[config.mk]
export PLATFORM = sky130hd
export DESIGN_NAME = scalar_kalman_filter
export DESIGN_NICKNAME = d
export VERILOG_FILES = /design/src/rtl/skf_pkg.sv /design/src/rtl/skf_alu.sv /design/src/rtl/skf_div.sv /design/src/rtl/scalar_kalman_filter.sv
export SDC_FILE = /design/constraint.sdc
export NUM_CORES = 2
export LEC_CHECK = 0
export BUFFER_PORTS_ARGS = -buffer_cell sky130_fd_sc_hd__buf_2
export CAP_MARGIN = 20
export CORE_AREA = 3 3 420 380
export CTS_CLUSTER_SIZE = 25
export DETAILED_ROUTE_END_ITERATION = 12
export DIE_AREA = 0 0 423 383
export GPL_ROUTABILITY_DRIVEN = 1
export PLACE_DENSITY = 0.76
export SLEW_MARGIN = 20
export SYNTH_ARGS = -nofsm -noshare
export SYNTH_HDL_FRONTEND = slang
export SYNTH_SLANG_ARGS = --single-unit
export TNS_END_PERCENT = 100
[constraint.sdc]
create_clock -name clk -period 9.5 [get_ports clk]
set_input_delay 0.475 -clock clk [delete_from_list [all_inputs] [get_ports clk]]
set_output_delay 0.475 -clock clk [all_outputs]
set_load 0.02 [all_outputs]
[src/rtl/skf_pkg.sv]
package skf_pkg;

    localparam int DATA_WIDTH = 32;
    localparam int FRAC_BITS  = 16;
    localparam int COV_W      = DATA_WIDTH - 1;
    localparam int WIDE_W     = 2 * DATA_WIDTH;
    localparam int DIV_STEPS  = DATA_WIDTH + FRAC_BITS;
    localparam int DIV_CNT_W  = $clog2(DIV_STEPS);

    typedef logic signed [DATA_WIDTH-1:0] data_t;
    typedef logic        [COV_W-1:0]      cov_t;

    localparam data_t DATA_MAX = data_t'({1'b0, {(DATA_WIDTH-1){1'b1}}});
    localparam data_t DATA_MIN = data_t'({1'b1, {(DATA_WIDTH-1){1'b0}}});
    localparam data_t ONE_Q    = data_t'(1 << FRAC_BITS);

    // register indexes on the cfg channel
    typedef enum logic [2:0] {
        REG_STATE_FACTOR       = 3'd0,
        REG_MEASURE_FACTOR     = 3'd1,
        REG_PROCESS_NOISE      = 3'd2,
        REG_MEASUREMENT_NOISE  = 3'd3,
        REG_INITIAL_ESTIMATE   = 3'd4,
        REG_INITIAL_COVARIANCE = 3'd5
    } reg_index_t;

    // post-multiply combine codes
    localparam logic [1:0] ADD_NONE  = 2'd0;  // r = m
    localparam logic [1:0] ADD_PLUS  = 2'd1;  // r = m + c
    localparam logic [1:0] ADD_MINUS = 2'd2;  // r = c - m

    typedef struct packed {
        logic [1:0] add_sel;
        logic       clip_neg;
    } alu_op_t;

    typedef struct packed {
        logic  sat;
        data_t val;
    } fit_t;

    // saturate a wide signed value to the data range
    function automatic fit_t clamp_wide(input logic signed [WIDE_W-1:0] v);
        fit_t                         r;
        logic [WIDE_W-DATA_WIDTH:0]   top;
        top = v[WIDE_W-1:DATA_WIDTH-1];
        if ((&top) || !(|top))
        begin
            r.sat = 1'b0;
            r.val = data_t'(v[DATA_WIDTH-1:0]);
        end
        else
        begin
            r.sat = 1'b1;
            r.val = v[WIDE_W-1] ? DATA_MIN : DATA_MAX;
        end
        return r;
    endfunction

endpackage

[src/rtl/skf_alu.sv]
module skf_alu (
    input  logic             clk,
    input  skf_pkg::alu_op_t op,
    input  skf_pkg::data_t   a,
    input  skf_pkg::data_t   b,
    input  skf_pkg::data_t   c,
    output skf_pkg::fit_t    res
);
    import skf_pkg::*;

    logic signed [WIDE_W-1:0] prod_reg;
    logic signed [WIDE_W-1:0] prod_next;
    alu_op_t                  op_reg;
    data_t                    c_reg;

    logic signed [WIDE_W-1:0]   shifted;
    fit_t                       mfit;
    fit_t                       sfit;
    logic signed [DATA_WIDTH:0] sum;

    assign prod_next = a * b;

    always_ff @(posedge clk)
    begin
        prod_reg <= prod_next;
        op_reg   <= op;
        c_reg    <= c;
    end

    // floor(prod / 2^FRAC_BITS), clamp, optional add/sub, clamp, clip
    always_comb
    begin
        shifted = prod_reg >>> FRAC_BITS;
        mfit    = clamp_wide(shifted);
        case (op_reg.add_sel)
            ADD_PLUS:  sum = {mfit.val[DATA_WIDTH-1], mfit.val} + {c_reg[DATA_WIDTH-1], c_reg};
            ADD_MINUS: sum = {c_reg[DATA_WIDTH-1], c_reg} - {mfit.val[DATA_WIDTH-1], mfit.val};
            default:   sum = {mfit.val[DATA_WIDTH-1], mfit.val};
        endcase
        sfit    = clamp_wide(WIDE_W'(sum));
        res.val = sfit.val;
        res.sat = mfit.sat | sfit.sat;
        if (op_reg.clip_neg && sfit.val[DATA_WIDTH-1])
        begin
            res.val = '0;
            res.sat = 1'b1;
        end
    end

endmodule

[src/rtl/skf_div.sv]
module skf_div (
    input  logic           clk,
    input  logic           rst_n,
    input  logic           start,
    input  skf_pkg::data_t num,
    input  skf_pkg::data_t den,
    output logic           done,
    output skf_pkg::fit_t  quo
);
    import skf_pkg::*;

    logic                     busy_reg;
    logic                     done_reg;
    logic [DIV_CNT_W-1:0]     cnt_reg;
    logic [DATA_WIDTH-2:0]    rem_reg;
    logic [DIV_STEPS-1:0]     quo_reg;
    logic [DATA_WIDTH-2:0]    dvs_reg;
    logic                     neg_reg;

    logic [DATA_WIDTH-1:0]    num_mag;
    logic [DATA_WIDTH-1:0]    trial;
    logic [DATA_WIDTH-1:0]    diff;
    logic                     ge;
    logic [DATA_WIDTH-2:0]    rem_next;
    logic signed [WIDE_W-1:0] qw;

    assign num_mag  = num[DATA_WIDTH-1] ? DATA_WIDTH'(-num) : DATA_WIDTH'(num);
    assign trial    = {rem_reg, quo_reg[DIV_STEPS-1]};
    assign diff     = trial - {1'b0, dvs_reg};
    assign ge       = trial >= {1'b0, dvs_reg};
    assign rem_next = ge ? diff[DATA_WIDTH-2:0] : trial[DATA_WIDTH-2:0];

    // restoring divide, one quotient bit per cycle
    always_ff @(posedge clk or negedge rst_n)
    begin
        if (!rst_n)
        begin
            busy_reg <= 1'b0;
            done_reg <= 1'b0;
            cnt_reg  <= '0;
            rem_reg  <= '0;
            quo_reg  <= '0;
            dvs_reg  <= '0;
            neg_reg  <= 1'b0;
        end
        else
        begin
            done_reg <= 1'b0;
            if (start)
            begin
                busy_reg <= 1'b1;
                cnt_reg  <= DIV_CNT_W'(DIV_STEPS - 1);
                rem_reg  <= '0;
                quo_reg  <= {num_mag, FRAC_BITS'(0)};
                dvs_reg  <= den[DATA_WIDTH-2:0];
                neg_reg  <= num[DATA_WIDTH-1];
            end
            else if (busy_reg)
            begin
                rem_reg <= rem_next;
                quo_reg <= {quo_reg[DIV_STEPS-2:0], ge};
                if (cnt_reg == '0)
                begin
                    busy_reg <= 1'b0;
                    done_reg <= 1'b1;
                end
                else
                begin
                    cnt_reg <= cnt_reg - 1'b1;
                end
            end
        end
    end

    assign qw   = $signed(WIDE_W'(quo_reg));
    assign quo  = clamp_wide(neg_reg ? -qw : qw);
    assign done = done_reg;

endmodule

[src/rtl/scalar_kalman_filter.sv]
// One-dimensional Kalman filter, signed Q16.16. Each measurement transfer on
// the s_axis side runs one predict/correct step on the held estimate and
// covariance and yields one result transfer on m_axis carrying the new
// estimate and covariance, the predictions, the gain and two flags. All math
// goes through one shared 32x32 multiplier with a saturating add/sub behind
// it (nine products) plus a bit-serial divider for the gain (48 quotient
// bits, one per cycle). The divide is skipped when the gain denominator is
// zero or negative. s_axis_tready is high only between steps; a finished
// result sits in the output register so the next measurement can be taken
// while it waits. Writing initial_estimate or initial_covariance also loads
// the running state; config writes are for idle time only.
module scalar_kalman_filter (
    input  logic         clk,
    input  logic         rst_n,
    // measurement input
    input  logic         s_axis_tvalid,
    output logic         s_axis_tready,
    input  logic [31:0]  s_axis_tdata,   // [31:0] measurement
    // results
    output logic         m_axis_tvalid,
    input  logic         m_axis_tready,
    // [31:0] estimate, [62:32] error_covariance, [94:63] predicted_estimate,
    // [125:95] predicted_covariance, [157:126] kalman_gain, [159:158] zero
    output logic [159:0] m_axis_tdata,
    output logic [1:0]   m_axis_tuser,   // [0] saturated, [1] zero_denominator
    // register writes
    input  logic         cfg_valid,
    output logic         cfg_ready,
    input  logic [2:0]   cfg_index,
    input  logic [31:0]  cfg_data
);
    import skf_pkg::*;

    // sequencer states
    localparam logic [2:0] ST_IDLE = 3'd0;
    localparam logic [2:0] ST_MUL  = 3'd1;  // operands into multiplier
    localparam logic [2:0] ST_ACC  = 3'd2;  // floored/combined result back
    localparam logic [2:0] ST_DIV  = 3'd3;  // waiting on gain divide
    localparam logic [2:0] ST_OUT  = 3'd4;  // hand result to output reg

    // arithmetic steps, in issue order
    localparam logic [3:0] SP_X0  = 4'd0;  // x0 = F*est
    localparam logic [3:0] SP_FF  = 4'd1;  // ff = F*F
    localparam logic [3:0] SP_P0  = 4'd2;  // p0 = max(ff*cov + Q, 0)
    localparam logic [3:0] SP_HP  = 4'd3;  // hp = H*p0
    localparam logic [3:0] SP_DEN = 4'd4;  // den = hp*H + R
    localparam logic [3:0] SP_HX  = 4'd5;  // innov = z - H*x0
    localparam logic [3:0] SP_EST = 4'd6;  // est = x0 + K*innov
    localparam logic [3:0] SP_KH  = 4'd7;  // omk = 1 - K*H
    localparam logic [3:0] SP_COV = 4'd8;  // cov = max(omk*p0, 0)

    logic [2:0] state_reg;
    logic [3:0] step_reg;

    // configuration
    data_t f_reg;
    data_t h_reg;
    cov_t  q_reg;
    cov_t  r_reg;

    // filter state and per-step working values
    data_t est_reg;
    cov_t  cov_reg;
    data_t z_reg;
    data_t x0_reg;
    data_t ff_reg;
    cov_t  p0_reg;
    data_t hp_reg;
    data_t k_reg;
    data_t innov_reg;
    data_t omk_reg;
    logic  sat_reg;
    logic  zd_reg;

    // output register
    logic  out_valid_reg;
    data_t out_est_reg;
    cov_t  out_cov_reg;
    data_t out_x0_reg;
    cov_t  out_p0_reg;
    data_t out_k_reg;
    logic  out_sat_reg;
    logic  out_zd_reg;

    // shared unit hookup
    alu_op_t alu_op;
    data_t   alu_a;
    data_t   alu_b;
    data_t   alu_c;
    fit_t    alu_res;

    logic    div_start;
    logic    div_done;
    fit_t    div_quo;
    logic    den_le0;

    logic       acc_sat;
    logic [2:0] acc_state;
    logic       out_load;

    skf_alu u_alu (
        .clk (clk),
        .op  (alu_op),
        .a   (alu_a),
        .b   (alu_b),
        .c   (alu_c),
        .res (alu_res)
    );

    skf_div u_div (
        .clk   (clk),
        .rst_n (rst_n),
        .start (div_start),
        .num   (hp_reg),
        .den   (alu_res.val),
        .done  (div_done),
        .quo   (div_quo)
    );

    // operand select per step
    always_comb
    begin
        alu_a  = f_reg;
        alu_b  = est_reg;
        alu_c  = '0;
        alu_op = '{add_sel: ADD_NONE, clip_neg: 1'b0};
        case (step_reg)
            SP_X0:
            begin
                alu_a = f_reg;
                alu_b = est_reg;
            end
            SP_FF:
            begin
                alu_a = f_reg;
                alu_b = f_reg;
            end
            SP_P0:
            begin
                alu_a  = ff_reg;
                alu_b  = data_t'({1'b0, cov_reg});
                alu_c  = data_t'({1'b0, q_reg});
                alu_op = '{add_sel: ADD_PLUS, clip_neg: 1'b1};
            end
            SP_HP:
            begin
                alu_a = h_reg;
                alu_b = data_t'({1'b0, p0_reg});
            end
            SP_DEN:
            begin
                alu_a  = hp_reg;
                alu_b  = h_reg;
                alu_c  = data_t'({1'b0, r_reg});
                alu_op = '{add_sel: ADD_PLUS, clip_neg: 1'b0};
            end
            SP_HX:
            begin
                alu_a  = h_reg;
                alu_b  = x0_reg;
                alu_c  = z_reg;
                alu_op = '{add_sel: ADD_MINUS, clip_neg: 1'b0};
            end
            SP_EST:
            begin
                alu_a  = k_reg;
                alu_b  = innov_reg;
                alu_c  = x0_reg;
                alu_op = '{add_sel: ADD_PLUS, clip_neg: 1'b0};
            end
            SP_KH:
            begin
                alu_a  = k_reg;
                alu_b  = h_reg;
                alu_c  = ONE_Q;
                alu_op = '{add_sel: ADD_MINUS, clip_neg: 1'b0};
            end
            SP_COV:
            begin
                alu_a  = omk_reg;
                alu_b  = data_t'({1'b0, p0_reg});
                alu_op = '{add_sel: ADD_NONE, clip_neg: 1'b1};
            end
            default:
            begin
                alu_a = f_reg;
                alu_b = est_reg;
            end
        endcase
    end

    // non-positive denominator: gain forced to zero, no divide
    assign den_le0   = alu_res.val[DATA_WIDTH-1] || (alu_res.val == '0);
    assign div_start = (state_reg == ST_ACC) && (step_reg == SP_DEN) && !den_le0;

    // where the sequencer goes after a result comes back
    always_comb
    begin
        case (step_reg)
            SP_X0, SP_FF, SP_P0, SP_HP, SP_HX, SP_EST, SP_KH: acc_state = ST_MUL;
            SP_DEN:  acc_state = den_le0 ? ST_MUL : ST_DIV;
            SP_COV:  acc_state = ST_OUT;
            default: acc_state = ST_IDLE;
        endcase
    end

    // a negative denominator counts as a clamp
    assign acc_sat  = sat_reg | alu_res.sat |
                      ((step_reg == SP_DEN) && alu_res.val[DATA_WIDTH-1]);
    // load once the previous result has been taken
    assign out_load = (state_reg == ST_OUT) && (!out_valid_reg || m_axis_tready);

    assign s_axis_tready = (state_reg == ST_IDLE);
    assign cfg_ready     = 1'b1;

    always_ff @(posedge clk or negedge rst_n)
    begin
        if (!rst_n)
        begin
            state_reg     <= ST_IDLE;
            step_reg      <= SP_X0;
            f_reg         <= ONE_Q;
            h_reg         <= ONE_Q;
            q_reg         <= cov_t'(ONE_Q);
            r_reg         <= cov_t'(ONE_Q);
            est_reg       <= '0;
            cov_reg       <= cov_t'(ONE_Q);
            z_reg         <= '0;
            x0_reg        <= '0;
            ff_reg        <= '0;
            p0_reg        <= '0;
            hp_reg        <= '0;
            k_reg         <= '0;
            innov_reg     <= '0;
            omk_reg       <= '0;
            sat_reg       <= 1'b0;
            zd_reg        <= 1'b0;
            out_valid_reg <= 1'b0;
            out_est_reg   <= '0;
            out_cov_reg   <= '0;
            out_x0_reg    <= '0;
            out_p0_reg    <= '0;
            out_k_reg     <= '0;
            out_sat_reg   <= 1'b0;
            out_zd_reg    <= 1'b0;
        end
        else
        begin
            if (out_load)
            begin
                out_valid_reg <= 1'b1;
            end
            else if (m_axis_tready)
            begin
                out_valid_reg <= 1'b0;
            end

            case (state_reg)
                ST_IDLE:
                begin
                    if (s_axis_tvalid)
                    begin
                        z_reg     <= data_t'(s_axis_tdata);
                        sat_reg   <= 1'b0;
                        zd_reg    <= 1'b0;
                        step_reg  <= SP_X0;
                        state_reg <= ST_MUL;
                    end
                end
                ST_MUL:
                begin
                    state_reg <= ST_ACC;
                end
                ST_ACC:
                begin
                    sat_reg   <= acc_sat;
                    step_reg  <= step_reg + 4'd1;
                    state_reg <= acc_state;
                    case (step_reg)
                        SP_X0:  x0_reg    <= alu_res.val;
                        SP_FF:  ff_reg    <= alu_res.val;
                        SP_P0:  p0_reg    <= alu_res.val[COV_W-1:0];
                        SP_HP:  hp_reg    <= alu_res.val;
                        SP_DEN:
                        begin
                            if (den_le0)
                            begin
                                k_reg  <= '0;
                                zd_reg <= !alu_res.val[DATA_WIDTH-1];
                            end
                        end
                        SP_HX:  innov_reg <= alu_res.val;
                        SP_EST: est_reg   <= alu_res.val;
                        SP_KH:  omk_reg   <= alu_res.val;
                        SP_COV: cov_reg   <= alu_res.val[COV_W-1:0];
                        default: ;
                    endcase
                end
                ST_DIV:
                begin
                    if (div_done)
                    begin
                        k_reg     <= div_quo.val;
                        sat_reg   <= sat_reg | div_quo.sat;
                        state_reg <= ST_MUL;
                    end
                end
                ST_OUT:
                begin
                    if (out_load)
                    begin
                        out_est_reg   <= est_reg;
                        out_cov_reg   <= cov_reg;
                        out_x0_reg    <= x0_reg;
                        out_p0_reg    <= p0_reg;
                        out_k_reg     <= k_reg;
                        out_sat_reg   <= sat_reg;
                        out_zd_reg    <= zd_reg;
                        state_reg     <= ST_IDLE;
                    end
                end
                default: state_reg <= ST_IDLE;
            endcase

            if (cfg_valid)
            begin
                case (cfg_index)
                    REG_STATE_FACTOR:       f_reg <= data_t'(cfg_data);
                    REG_MEASURE_FACTOR:     h_reg <= data_t'(cfg_data);
                    REG_PROCESS_NOISE:      q_reg <= cfg_data[COV_W-1:0];
                    REG_MEASUREMENT_NOISE:  r_reg <= cfg_data[COV_W-1:0];
                    REG_INITIAL_ESTIMATE:   est_reg <= data_t'(cfg_data);
                    REG_INITIAL_COVARIANCE: cov_reg <= cfg_data[COV_W-1:0];
                    default:                ;
                endcase
            end
        end
    end

    assign m_axis_tvalid = out_valid_reg;
    assign m_axis_tdata  = {2'b00, out_k_reg, out_p0_reg, out_x0_reg, out_cov_reg, out_est_reg};
    assign m_axis_tuser  = {out_zd_reg, out_sat_reg};

endmodule
Word-level counts from Yosys, hierarchy flattened. Index checks and enable logic that the tools add are counted.

Bits in registers: 832.

Add/subtract/negate cells: 7. Multiply operators: 1. Order comparisons: 1. Eq/ne operators: 25. Multiplexer cells: 56. Bitwise logic cells: 4. Reductions and logical operators: 57.

Operators by type and width (count): $mux 32 (11); $pmux 32 s5 (2); $mux 31 (7); $pmux 32 s6 (1); $mux 33 (4); $mux 48 (2); $pmux 33 s2 (1); $mul 32x32->64 (1); $mux 64 (1); $neg 48->64 (1); $pmux 32 s2 (1); $add 32x32->33 (1); $reduce_and 33->1 (1); $reduce_or 33->1 (1); $sub 32x32->33 (1); $ge 32x31->1 (1); $logic_not 32->1 (1); $neg 32->32 (1); $sub 31x31->31 (1); $reduce_and 2->1 (15); $mux 6 (3); $reduce_and 17->1 (1); $reduce_or 17->1 (1); $eq 4x3->1 const B (4); other kinds (35) (87).

Logic depth before layout (Yosys ltp).
Depth after elaboration: 18. Mapped depth: 43. Gate-level depth less buffers: 39.

Modules after synthesis. Synthesis repeated with hierarchy kept, for this count alone.

Cells, all modules: 7678. Area total of the unflattened synthesis: 76977.6 um^2.

Modules (own cells, without submodules): skf_alu (times used 1, cells each 4385, area an instance 40553.9 um^2, sequential area each 1661.6 um^2); scalar_kalman_filter (times used 1, cells each 2220, area an instance 27436.3 um^2, sequential area each 15371.0 um^2); skf_div (times used 1, cells each 1073, area an instance 8987.4 um^2, sequential area each 2977.9 um^2).

Worst setup path before layout. OpenSTA, ideal clock, no wires.

Kind: register to register. From: register step_reg[0]. To: register u_alu.prod_reg[63]. Library setup time: 0.072 ns. Arrival: 10.139 ns. Required time: 9.428 ns. Slack: -0.711 ns. Cell stages (with the launch flop): 36. Path buffers: 3. Clock period less this slack: 10.211 ns. Path through: dfrtp_1 inv_1 ha_1 nor3b_1 or3_1 or2_1 buf_2 buf_1 mux2_2 clkbuf_1 nand2_1 inv_1 fa_1 fa_1 fa_1 inv_1 fa_1 inv_1 fa_1 fa_1 inv_1 fa_1 fa_1 inv_1 ha_1 a21oi_1 nor2b_1 o21a_1 o21ai_0 nand2b_1 a21oi_1 nor2_1 a211o_1 a311o_1 a31oi_1 xnor2_1.

Longest elaborated chain between the ends: 4. Elaborated cells between the ends (all ways): 15.

Ends and longest elaborated chain: from (decl) (line scalar_kalman_filter.sv:53) `logic [3:0] step_reg;`; from (signal assigned) (line scalar_kalman_filter.sv:277) `step_reg <= step_reg + 4'd1;`; $eq 4x2->1 (tied with other cells) (line scalar_kalman_filter.sv:127) `case (step_reg)`; $reduce_or 2->1 (no source line); $pmux 32 s6 / $pmux 32 s5 (equally long branches) (line scalar_kalman_filter.sv:127); $mul 32x32->64 * (line skf_alu.sv:21) `assign prod_next = a * b;`; net u_alu.prod_next[63] (line skf_alu.sv:12) `logic signed [WIDE_W-1:0] prod_next;`; to (signal assigned) (line skf_alu.sv:25) `prod_reg <= prod_next;`; to (decl) (line skf_alu.sv:11) `logic signed [WIDE_W-1:0] prod_reg;`.

Mark *: on every way through the listed nets, which the timed path passes. The rest lies on a longest branch. A chain may end at the register's enable or synchronous reset.

Final worst setup path.
From: register step_reg[1]. To: register u_alu.prod_reg[54].

The elaborated chain is that of the path after synthesis.

==> impl_metrics.toml <==
[cells_and_area]
stdcell_count = 10507
area_growth_pct = 18.4
drive_above_1_share_pct = 21.1
nNetsFinal = 9745

[global_route]
grt_pass1_wl_um = 410000
grt_pass1_vias = 64101
track_usage_pct = 34.2
globalRoute.totalOverflow = 0
antenna_found_initial = 31
grt_max_degree = 170

[hold_path]
holdCritStartpoint = "s_axis_tdata[20]"
holdPathEnd = "z_reg[20]$_DFFE_PN0P_"
hold_depth = 2
hold_path_class = "in2reg"

[synth]
netlist_area_um2 = 74400
syn_inst = 7642
synth_top_area_cell = "fa_1"
yosys_warnings = 0
synth.distinct_cells = 85
synthArstFlopShare_pct = 89.8
avgSynthCellArea_um2 = 9.74
synth_most_common_cell = "fa_1"
synth_edf_count = 0
yosysTopAreaCellShare_pct = 29.1
synthTopCellsByCount = "fa_1 (1,083), inv_1 (1,051), nand2_1 (988)"
synth_area_leaders = "fa_1 (29%), dfrtp_1 (24%), inv_1 (5.3%)"
synth_ff_type = "dfrtp_1"
seq_area_frac_synth_pct = 26.9
ys_ff_latch = 816

[worst_setup_path]
cp-end-kind = "flip-flop"
cp_slowest_cell = "a222oi_1"
crit_required_ns = 10.07
critPathLaunchType = "flip-flop"
arrival_ns = 10.64
r2r-start = "step_reg[1]$_DFFE_PN0P_"
crit_top_cell = "fa_1"
r2r_slack_ns = -0.57
rr_worst_depth = 40
r2r_end = "u_alu.prod_reg[54]$_DFF_P_"
crit_type = "reg2reg"
max_stage_delay_ns = 0.68
critPathMaxFanout = 7

[cts]
insertion_delay_ns = 0.71
htree_levels = 3
clk_pin_slew_ns = 0.06
cts_tree = "yes"
cts_buffers = 86
clockBufferDepth = 3
cts_root_buf = "clkbuf_16"
cts.sinks = 816

[sta]
whs_ns = 0.0391
finalClockSkew_ns = 0.0270
drv_slew = 0
worst_pin_slew_ns = 1.16
fin_crit_sh_pct = 106
finalHoldViolations = 0
layout_setup_ws_ns = -0.571
rsz0062_at_grt = "true"
min_period_ns = 10.07
setup_viol = 20
fmax_mhz = 99.3
relSlewSlack_pct = 22.3

[routing]
postRouteAntennaNets = 0
num_vias = 62327
first_pass_iters = 13
viasPerCell = 5.93
wirelength_um = 279000
drt-initial-drc-count = 7411
drc = 2
wl_per_cell_um = 26.5

[floorplanning]
initial_utilization_pct = 47.9
core-area_um2 = 155000
fp.dieW_um = 423
dieArea_um2 = 162000
die-height_um = 383
io_pins = 237
rows = 137

[status]
violations = "design-rule violations, negative setup slack"
status = "complete, but fails checks"

[placement]
dp_cells = 10238
hpwl_um = 221000
gp_congestion = 1.05
portBuffers = 233

[flow_run]
maxCapViolations = 0
-- through the flow --
stage	setup slack (ns)	cell area [um^2]	utilization [%]	TNS, ns
after detailed placement	-0.954	83000	53.4	-18.11
after global placement	-0.939	82900	53.4	-15.96
after global routing	-0.625	88100	56.7	-6.42
after floorplan	0.00299	74700	-	0
after CTS	-0.426	86600	55.8	-3.15
final	-0.571	88100	56.8	-5.16
-- layout by cell type (no fill, tap or decap), types with 83 or more instances in the layout --
master     synthesis  routed
a21oi_1          201     183
buf_2             17     232
buf_4              6     666
clkbuf_16          0      96
dfrtp_1          728     725
dfxtp_1           83      83
fa_1            1083    1061
ha_1             254     236
inv_1           1051    1040
mux2_2           350     329
mux2i_1          108      86
nand2_1          988     977
nor2_1           662     643
o21a_1           103      97
o21ai_0          433     422
xnor2_1          105     102
xor2_1            90      89
-- worst max-delay path: cells and delay by family, from the launching register on --
kind,cells,cell delay [ns]
AOI/OAI and AO/OA,11,2.55
xor gates and xnor gates,1,0.16
adders and majority gates,10,4.48
buffers and inverters,10,1.15
DFF,1,0.43
and+or+nand+nor,8,1.13
-- how the worst max path moves through the flow --
stage	endpoint	slack, ns	start
2_1_floorplan	u_alu.prod_reg[63]$_DFF_P_	0.003	step_reg[0]$_DFFE_PN0P_
3_3_place_gp	u_alu.prod_reg[45]$_DFF_P_	-0.94	step_reg[1]$_DFFE_PN0P_
3_5_place_dp	u_alu.prod_reg[45]$_DFF_P_	-0.95	step_reg[1]$_DFFE_PN0P_
4_1_cts	u_alu.prod_reg[63]$_DFF_P_	-0.43	step_reg[0]$_DFFE_PN0P_
5_1_grt	u_alu.prod_reg[54]$_DFF_P_	-0.63	step_reg[3]$_DFFE_PN0P_
6_report	u_alu.prod_reg[54]$_DFF_P_	-0.57	step_reg[1]$_DFFE_PN0P_
-- per-layer routing --
layer	GRT usage, %	wire length [um]	vias to the layer above
met5	0.982	258	-
met4	21.2	21100	6
met3	8.37	30000	927
met2	51.7	123000	3707
met1	44.3	104000	31521
li1	-	-	26166
-- kinds of logic after synthesis --
family	synth area share, %
other cells	0.0101
xor+xnor	2.33
simple gates	11.5
mux	6.75
flops	26.9
buf+inv	7.60
compound gates	11.5
fa+ha+maj	33.4
-- repair_timing --
action,4_1_cts,5_1_grt
hold endpoints to repair,142,0
buffers inserted,26,49
pin swaps,50,84
gates cloned,0,9
hold buffers,18,0
resized for setup,99,200
setup endpoints to repair,35,34
-- final cells by class --
cell class | instances | area [um^2]
multi-input combinational | 5338 | 50200
tap | 2085 | 2610
sequential | 816 | 20000
timing repair buffer | 1041 | 8440
fill | 13250 | 67200
clock buffer | 129 | 2510
inverter | 1053 | 3960
clock inverter | 26 | 339
antenna | 19 | 47.5
Power is not shown: default switching activity piles up to over one toggle a cycle in this logic, so the estimate is an artifact.
